===== src/design/craft_tbc_pkg.sv =====
// shared types, constant tables and nibble functions of the craft tweakable cipher
`default_nettype none
package craft_tbc_pkg;

  localparam int unsigned NumRounds = 32;
  localparam int unsigned LastRound = NumRounds - 1;
  localparam int unsigned CfgIdxW   = 8;

  typedef logic [3:0] nib_t;

  typedef enum logic [CfgIdxW-1:0] {
    KeyHalfZeroIdx = 8'd0,
    KeyHalfOneIdx  = 8'd1
  } cfg_idx_e;

  // data that moves from one round cell to the next
  typedef struct packed {
    logic [63:0] state;
    logic [63:0] tweak;
    logic        func;
  } lane_t;

  localparam nib_t Sbox [16] = '{
    4'hc, 4'ha, 4'hd, 4'h3, 4'he, 4'hb, 4'hf, 4'h7,
    4'h8, 4'h9, 4'h1, 4'h5, 4'h0, 4'h2, 4'h4, 4'h6
  };
  localparam nib_t Perm [16] = '{
    4'hf, 4'hc, 4'hd, 4'he, 4'ha, 4'h9, 4'h8, 4'hb,
    4'h6, 4'h5, 4'h4, 4'h7, 4'h1, 4'h2, 4'h3, 4'h0
  };
  localparam nib_t QPerm [16] = '{
    4'hc, 4'ha, 4'hf, 4'h5, 4'he, 4'h8, 4'h9, 4'h2,
    4'hb, 4'h3, 4'h7, 4'h4, 4'h6, 4'h0, 4'h1, 4'hd
  };
  localparam nib_t Rc3 [NumRounds] = '{
    4'h1, 4'h4, 4'h2, 4'h5, 4'h6, 4'h7, 4'h3, 4'h1,
    4'h4, 4'h2, 4'h5, 4'h6, 4'h7, 4'h3, 4'h1, 4'h4,
    4'h2, 4'h5, 4'h6, 4'h7, 4'h3, 4'h1, 4'h4, 4'h2,
    4'h5, 4'h6, 4'h7, 4'h3, 4'h1, 4'h4, 4'h2, 4'h5
  };
  localparam nib_t Rc4 [NumRounds] = '{
    4'h1, 4'h8, 4'h4, 4'h2, 4'h9, 4'hc, 4'h6, 4'hb,
    4'h5, 4'ha, 4'hd, 4'he, 4'hf, 4'h7, 4'h3, 4'h1,
    4'h8, 4'h4, 4'h2, 4'h9, 4'hc, 4'h6, 4'hb, 4'h5,
    4'ha, 4'hd, 4'he, 4'hf, 4'h7, 4'h3, 4'h1, 4'h8
  };

  // nibble 0 sits in the top four bits
  function automatic nib_t get_nib(logic [63:0] v, logic [3:0] idx);
    return v[7'd63 - {idx, 2'b00} -: 4];
  endfunction

  function automatic logic [63:0] mix_column(logic [63:0] v);
    nib_t        s [16];
    logic [63:0] r;
    for (int i = 0; i < 16; i++) begin
      s[i] = v[63-4*i -: 4];
    end
    for (int i = 0; i < 4; i++) begin
      s[i]   = s[i] ^ s[i+8] ^ s[i+12];
      s[i+4] = s[i+4] ^ s[i+12];
    end
    for (int i = 0; i < 16; i++) begin
      r[63-4*i -: 4] = s[i];
    end
    return r;
  endfunction

  function automatic logic [63:0] q_permute(logic [63:0] v);
    logic [63:0] r;
    for (int i = 0; i < 16; i++) begin
      r[63-4*i -: 4] = get_nib(v, QPerm[i]);
    end
    return r;
  endfunction

  function automatic logic [63:0] perm_sbox(logic [63:0] v);
    nib_t        tmp [16];
    logic [63:0] r;
    for (int i = 0; i < 16; i++) begin
      tmp[Perm[i]] = v[63-4*i -: 4];
    end
    for (int i = 0; i < 16; i++) begin
      r[63-4*i -: 4] = Sbox[tmp[i]];
    end
    return r;
  endfunction

endpackage
`default_nettype wire


===== src/design/craft_tbc_cell.sv =====
// one cipher round as a registered cell of the round chain
`default_nettype none
module craft_tbc_cell
  import craft_tbc_pkg::*;
#(
  parameter int unsigned ROUND_IDX = 0
) (
  input  wire logic        clk_i,
  input  wire logic        rst_ni,
  input  wire logic        adv_i,
  input  wire logic        valid_i,
  input  wire lane_t       lane_i,
  input  wire logic [63:0] key_half_zero_i,
  input  wire logic [63:0] key_half_one_i,
  output logic             valid_o,
  output lane_t            lane_o
);

  localparam logic [1:0] EncSel = 2'(ROUND_IDX % 4);
  localparam logic [1:0] DecSel = 2'(3 - (ROUND_IDX % 4));
  localparam logic [4:0] EncRc  = 5'(ROUND_IDX);
  localparam logic [4:0] DecRc  = 5'(LastRound - ROUND_IDX);

  logic [63:0] tw_q;
  logic [63:0] tk_enc;
  logic [63:0] tk_dec;
  logic [63:0] tk;
  logic [4:0]  rc_idx;
  logic [63:0] added;
  logic [63:0] round_out;
  logic        valid_q;
  lane_t       lane_q;

  // tweakey for this round, mixed in decryption, added with the round constant to the mixed state
  always_comb begin
    tw_q   = q_permute(lane_i.tweak);
    tk_enc = (EncSel[0] ? key_half_one_i : key_half_zero_i) ^
             (EncSel[1] ? tw_q : lane_i.tweak);
    tk_dec = mix_column((DecSel[0] ? key_half_one_i : key_half_zero_i) ^
                        (DecSel[1] ? tw_q : lane_i.tweak));
    tk     = lane_i.func ? tk_dec : tk_enc;
    rc_idx = lane_i.func ? DecRc : EncRc;
    added  = mix_column(lane_i.state);
    added[47:44] = added[47:44] ^ Rc4[rc_idx];
    added[43:40] = added[43:40] ^ Rc3[rc_idx];
    added  = added ^ tk;
  end

  if (ROUND_IDX == LastRound) begin : g_last
    assign round_out = added;
  end else begin : g_mid
    assign round_out = perm_sbox(added);
  end

  always_ff @(posedge clk_i or negedge rst_ni) begin
    if (!rst_ni) begin
      valid_q <= 1'b0;
    end else if (adv_i) begin
      valid_q <= valid_i;
    end
  end

  always_ff @(posedge clk_i) begin
    if (adv_i) begin
      lane_q.state <= round_out;
      lane_q.tweak <= lane_i.tweak;
      lane_q.func  <= lane_i.func;
    end
  end

  assign valid_o = valid_q;
  assign lane_o  = lane_q;

endmodule
`default_nettype wire

===== config.mk =====
export PLATFORM = sky130hd
export DESIGN_NAME = craft_tbc_cell
export DESIGN_NICKNAME = d
export VERILOG_FILES = /design/src/design/craft_tbc_pkg.sv /design/src/design/craft_tbc_cell.sv
export SDC_FILE = /design/constraint.sdc
export NUM_CORES = 1
export LEC_CHECK = 0
export BUFFER_PORTS_ARGS = -buffer_cell sky130_fd_sc_hd__buf_2
export CAP_MARGIN = 15
export CORE_AREA = 3 3 152 154
export CTS_CLUSTER_SIZE = 16
export DETAILED_ROUTE_END_ITERATION = 8
export DIE_AREA = 0 0 155 157
export GPL_TIMING_DRIVEN = 0
export MAX_ROUTING_LAYER = met4
export PLACE_DENSITY = 0.81
export SYNTH_ARGS = -nofsm -noshare
export SYNTH_HDL_FRONTEND = slang
export SYNTH_SLANG_ARGS = --single-unit

===== constraint.sdc =====
create_clock -name clk_i -period 0.9 [get_ports clk_i]
set_clock_uncertainty 0.15 [all_clocks]
set_input_delay 0.135 -clock clk_i [delete_from_list [all_inputs] [get_ports clk_i]]
set_output_delay 0.135 -clock clk_i [all_outputs]
set_load 0.02 [all_outputs]

* After elaboration in Yosys (flattened, before gate mapping)
Memories as Yosys holds them, arrays and structs flattened. A register that Yosys moved wholly into a read port is not among the register bits. Cells that the tools add are included.
Storage, ports and cells: bits in registers 66, ROM bits 1280, output and inout bits 130, word-level logic and storage cells 74, memories 18
Memories:
- (no name shown) | depth 32, width 4, read ports 1, clocked after Yosys merged registers in 0, write ports 0, RTL line craft_tbc_cell.sv:45 | added[43:40] = added[43:40] ^ Rc3[rc_idx];
- (no name shown) | depth 32, width 4, read ports 1, clocked after Yosys merged registers in 0, write ports 0, RTL line craft_tbc_cell.sv:44 | added[47:44] = added[47:44] ^ Rc4[rc_idx];
- (no name shown) | depth 16, width 4, read ports 1, clocked after Yosys merged registers in 1, write ports 0, RTL line craft_tbc_pkg.sv:84 | r[63-4*i -: 4] = Sbox[tmp[i]];
- (no name shown) | depth 16, width 4, read ports 1, clocked after Yosys merged registers in 1, write ports 0, RTL line craft_tbc_pkg.sv:84
- (no name shown) | depth 16, width 4, read ports 1, clocked after Yosys merged registers in 1, write ports 0, RTL line craft_tbc_pkg.sv:84
- (no name shown) | depth 16, width 4, read ports 1, clocked after Yosys merged registers in 1, write ports 0, RTL line craft_tbc_pkg.sv:84
- +12 memories
Operators by class: $lt $le $gt $ge 1, muxes and demuxes 6, bitwise logic cells 46
Operators by type and width (number):
- bitwise XOR 64 bit | 3
- bitwise XOR 4 bit | 26
- NOT 4 -> 5 bit | 16
- two-way mux 64 bit | 1
- two-way mux 4 bit | 4
- greater-or-equal comparator 6 bit, second input constant | 1
- NOT 5 -> 6 bit | 1
- two-way mux 5 bit | 1

* Logic depth before layout (Yosys ltp)
depth in word-level cells 8, mapped depth 8, gate-level depth less buffers 5

* Least setup slack after synthesis
Ideal clock, no wire load.
path kind input -> register, start point input lane_i[38] (netlist name), end point register lane_o[67] (netlist name), data arrival time 1.603 ns, required time 0.489 ns, setup slack -1.114 ns, stages on the path 5, buffers on the path 0, path through xnor2_1 -> xnor3_1 -> o211a_1 -> o22a_1 -> a221o_1
Between the ends: word-level cells in the longest chain between the ends 5
RTL lines:
- from (decl) | RTL line craft_tbc_cell.sv:12 | input wire lane_t lane_i,
- bitwise XOR 64 bit | RTL line craft_tbc_cell.sv:39 | tk_dec = mix_column((DecSel[0] ? key_half_one_i : key_half_zero_i) ^
- bitwise XOR 4 bit | RTL line craft_tbc_pkg.sv:60 | s[i] = s[i] ^ s[i+8] ^ s[i+12];
- two-way mux 64 bit | RTL line craft_tbc_cell.sv:41 | tk = lane_i.func ? tk_dec : tk_enc;
- bitwise XOR 64 bit | RTL line craft_tbc_cell.sv:46 | added = added ^ tk;
- NOT 4 -> 5 bit (not written as such) | RTL line craft_tbc_pkg.sv:84
Every way passes these cells. A chain may end at the register's enable or synchronous reset.

* Worst setup path in the final report
start point input lane_i[38] (netlist name), end point register lane_o[68] (netlist name)
Between the ends: word-level cells in the longest chain between the ends 5
RTL lines (RTL line):
- bitwise XOR 64 bit | craft_tbc_cell.sv:39
- bitwise XOR 4 bit | craft_tbc_pkg.sv:60
- two-way mux 64 bit | craft_tbc_cell.sv:41
- bitwise XOR 64 bit | craft_tbc_cell.sv:46
- NOT 4 -> 5 bit (not written as such) | craft_tbc_pkg.sv:84
Every way passes these cells.

==> results.ini <==
[logic_synthesis]
sequential_to_total_area_share_from_yosys_stat=0.4452
synth_area_leaders=edfxtp_1 (44%), xnor2_1 (14%), xor2_1 (8.1%)
synth_area_leader_cell=edfxtp_1
post_synth_edffs=129
synth.yosys.warnings=0
synth_fp_nets=1012
syn_area_per_cell_um2=11.66
ys_async_sr_fraction=0.007692
synth_top_area_frac=0.4423
mappedNetlistArea_um2=8757
ys_ff_latch=130
netlist-cell-type-count=45
most_used_flip_flop_cell_after_synthesis=edfxtp_1
synth.most_common_cell=xnor2_1
synth.top_cells.by_count=xnor2_1 (144), edfxtp_1 (129), xor2_1 (81), nand2_1 (46), nor2_1 (45)
netlist_instances=751

[timing]
max_slew.worst_pin.slew_ns=0.5676
finalHoldViolCount=19
headroom_to_the_max_slew_limit=0.6189
worst_slack_ns=-0.9222
fmaxAchievable_mhz=548.8
final-setup-viol-count=200
rsz0062_at_grt=yes
final.min_clock_period_ns=1.822
holdWs_ns=-0.03482
final-max-slew-violation-count=0
fin_crit_sh=2.025

[die]
dieWidth_um=155
row_count=54
floorplan.io_pins=391
die_height_um=157
die-area_um2=24340
effective_utilization_at_floorplan=0.4013
core_area_um2=21820

[clock_network]
cts_num_sinks=130
cts_tree=done
clock_latency_ns=0.42
clock_path_buffers=2
post_cts_hold_buffer_count=68
cts_root_buffer=clkbuf_16
h_tree_lvls=4
cts_buffers=17
cts.reportedPaths.clkPinSlew_ns=0.07

[critical_path]
crit_fanout=5
worstSetupPathType=in2reg
slowest_delay_ns=0.46
worstPathArrival_ns=1.84
crit_path_cell_trace=buf_2, xnor2_4, xnor3_2, a211oi_4, o22ai_1, a21o_1
crit_required_ns=0.92
critical-path-slowest-cell=a211oi_4
worst_setup_path_end_kind=flop
crit_path_start_kind=input port

[layout]
fin_area_um2=17450
layout.nets=1630
combined_area_of_the_multi_input_logic_cells_um2=7146
area_growth_syn_to_layout_pct=99.21
seq_cell_area_um2=3900
post_route_cells_drive_above_1_share=0.6191
final.fill_count=1096

[hold_path]
min-delay-path-class=in2reg

[placed_design]
detailed_place.area_um2=11610
dp_hpwl_um=27360
dp_slack_ns=-1.690
port_buffers=390
routabilityCongestion=0.9526

[route]
detailedRoute.firstPassIterationCount=5
wire_per_inst_um=28.77
detailroute.via_count=9741
via_per_inst=5.857
dr.first_iter.drc_count=830
drt_drc=0
detail_route.wirelength_um=47840
drtAntennaViolNets=0

[power]
powerDensity_nw_per_um2=1773
vdd.ir_drop.worst_mv=1.170
power.leakage_nw=7.342

[global_route]
maximum_number_of_pins_on_one_net_before_global_route_repair=73
grt_antenna_before_repair=2
grt_pass1_wl_um=59830
vias_in_the_first_global_route=9641
grt.total_usage=0.3452
globalRouteOverflowTotal=0

[outcome]
failed_checks=negative hold slack, negative setup slack
outcome=finished, violations left

[run]
timing.max_cap.violations=0

-- power by group --
group	internal, mW	switching [mW]
Clock	4.36	3.07
Sequential	7.89	0.445
Combinational	7.49	7.67
Total	19.7	11.2
-- worst paths after layout --
path,from,endpoint,slack (ns),depth (start not counted)
worst max-delay path,lane_i[38],lane_o[68]$_DFFE_PP_,-0.92,6
worst min-delay path,adv_i,lane_o[95]$_DFFE_PP_,-0.03,1
worst max register to register,valid_o$_DFFE_PN0P_,valid_o$_DFFE_PN0P_,-0.04,1
worst min register to register,valid_o$_DFFE_PN0P_,valid_o$_DFFE_PN0P_,0.40,1
max in group asynchronous,rst_ni,valid_o$_DFFE_PN0P_,0.05,3
min in group asynchronous,rst_ni,valid_o$_DFFE_PN0P_,0.43,3
-- critical path: cells and delay by family --
| kind | cells | cell delay [ns] |
|---|---|---|
| compound gates | 3 | 0.88 |
| xor+xnor | 2 | 0.67 |
| buf+inv | 1 | 0.15 |
-- area by class of cell --
class | instances | share of cell area
Antenna cell | 2 | 0.0002869
Buffer | 15 | 0.01420
Clock buffer | 18 | 0.02460
Clock inverter | 13 | 0.009252
Inverter | 9 | 0.003443
Multi-Input combinational cell | 594 | 0.4096
Sequential cell | 130 | 0.2236
Tap cell | 280 | 0.02008
Timing Repair Buffer | 601 | 0.2941
Timing Repair inverter | 1 | 0.0009324
-- logic make-up (layout without fill, tap and decap cells) --
family | after synthesis | in the layout | share of synthesized area
muxes | 29 | 29 | 0.03329
adders and majority gates | 6 | 6 | 0.007429
DFF | 130 | 130 | 0.4452
other | 0 | 2 | 0
AOI/OAI and AO/OA | 172 | 172 | 0.1533
and+or+nand+nor | 145 | 145 | 0.07973
buffers and inverters | 27 | 657 | 0.01300
xor gates and xnor gates | 242 | 242 | 0.2680
-- cell usage in the layout, fill, tap and decap left out, drive strengths merged, types with 4 or more instances in the layout --
cell         synthesis  routed
a211o                7       7
a211oi              34      34
a21o                 6       6
a21oi               18      18
a221o                4       4
a22oi                7       7
and2                 6       6
buf                 10     537
clkbuf               8      29
clkinv               0       7
dlygate4sd3          0      67
edfxtp             129     129
inv                  9      10
maj3                 6       6
mux2i               28      28
nand2               46      46
nor2                45      45
nor4                17      17
o211a               26      26
o211ai              13      13
o21ai               14      14
o21ba                4       4
o22a                11      11
o22ai               16      16
or2                 22      22
xnor2              144     144
xnor3               16      16
xor2                82      82
-- stage by stage --
stage	utilization	hold WS, ns	cells	TNS [ns]	power, mW
6_report	0.7994	-0.03482	1663	-85.52	30.93
5_1_grt	0.7994	-0.03792	1663	-90.45	31.73
4_1_cts	0.7196	-0.01003	1613	-99.45	27.79
3_5_place_dp	0.5320	-0.2389	1422	-147.97	17.22
3_3_place_gp	0.5304	-0.2395	1421	-346.40	17.03
2_1_floorplan	-	-0.3106	751	-48.57	14.04
-- flip-flops by register name, indices dropped and copies added (netlist names) --
register,count
lane_o,129
valid_o,1
-- what timing repair did --
action                                 in CTS  in global routing
buffers inserted                           89                 58
resized for setup                         408                312
setup endpoints to repair                 267                268
endpoints found under the hold margin      68                 35
pin swaps                                 129                120
gates cloned                                4                  4
-- layer usage --
metal | track usage | vias to the layer above | wire length, um
met3 | 0.06076 | 165 | 4274
li1 | - | 4023 | -
met5 | - | - | 0
met4 | 0.1341 | 0 | 2401
met1 | 0.3914 | 4748 | 16280
met2 | 0.6097 | 805 | 24880
Power figures use the tool's default switching activity.
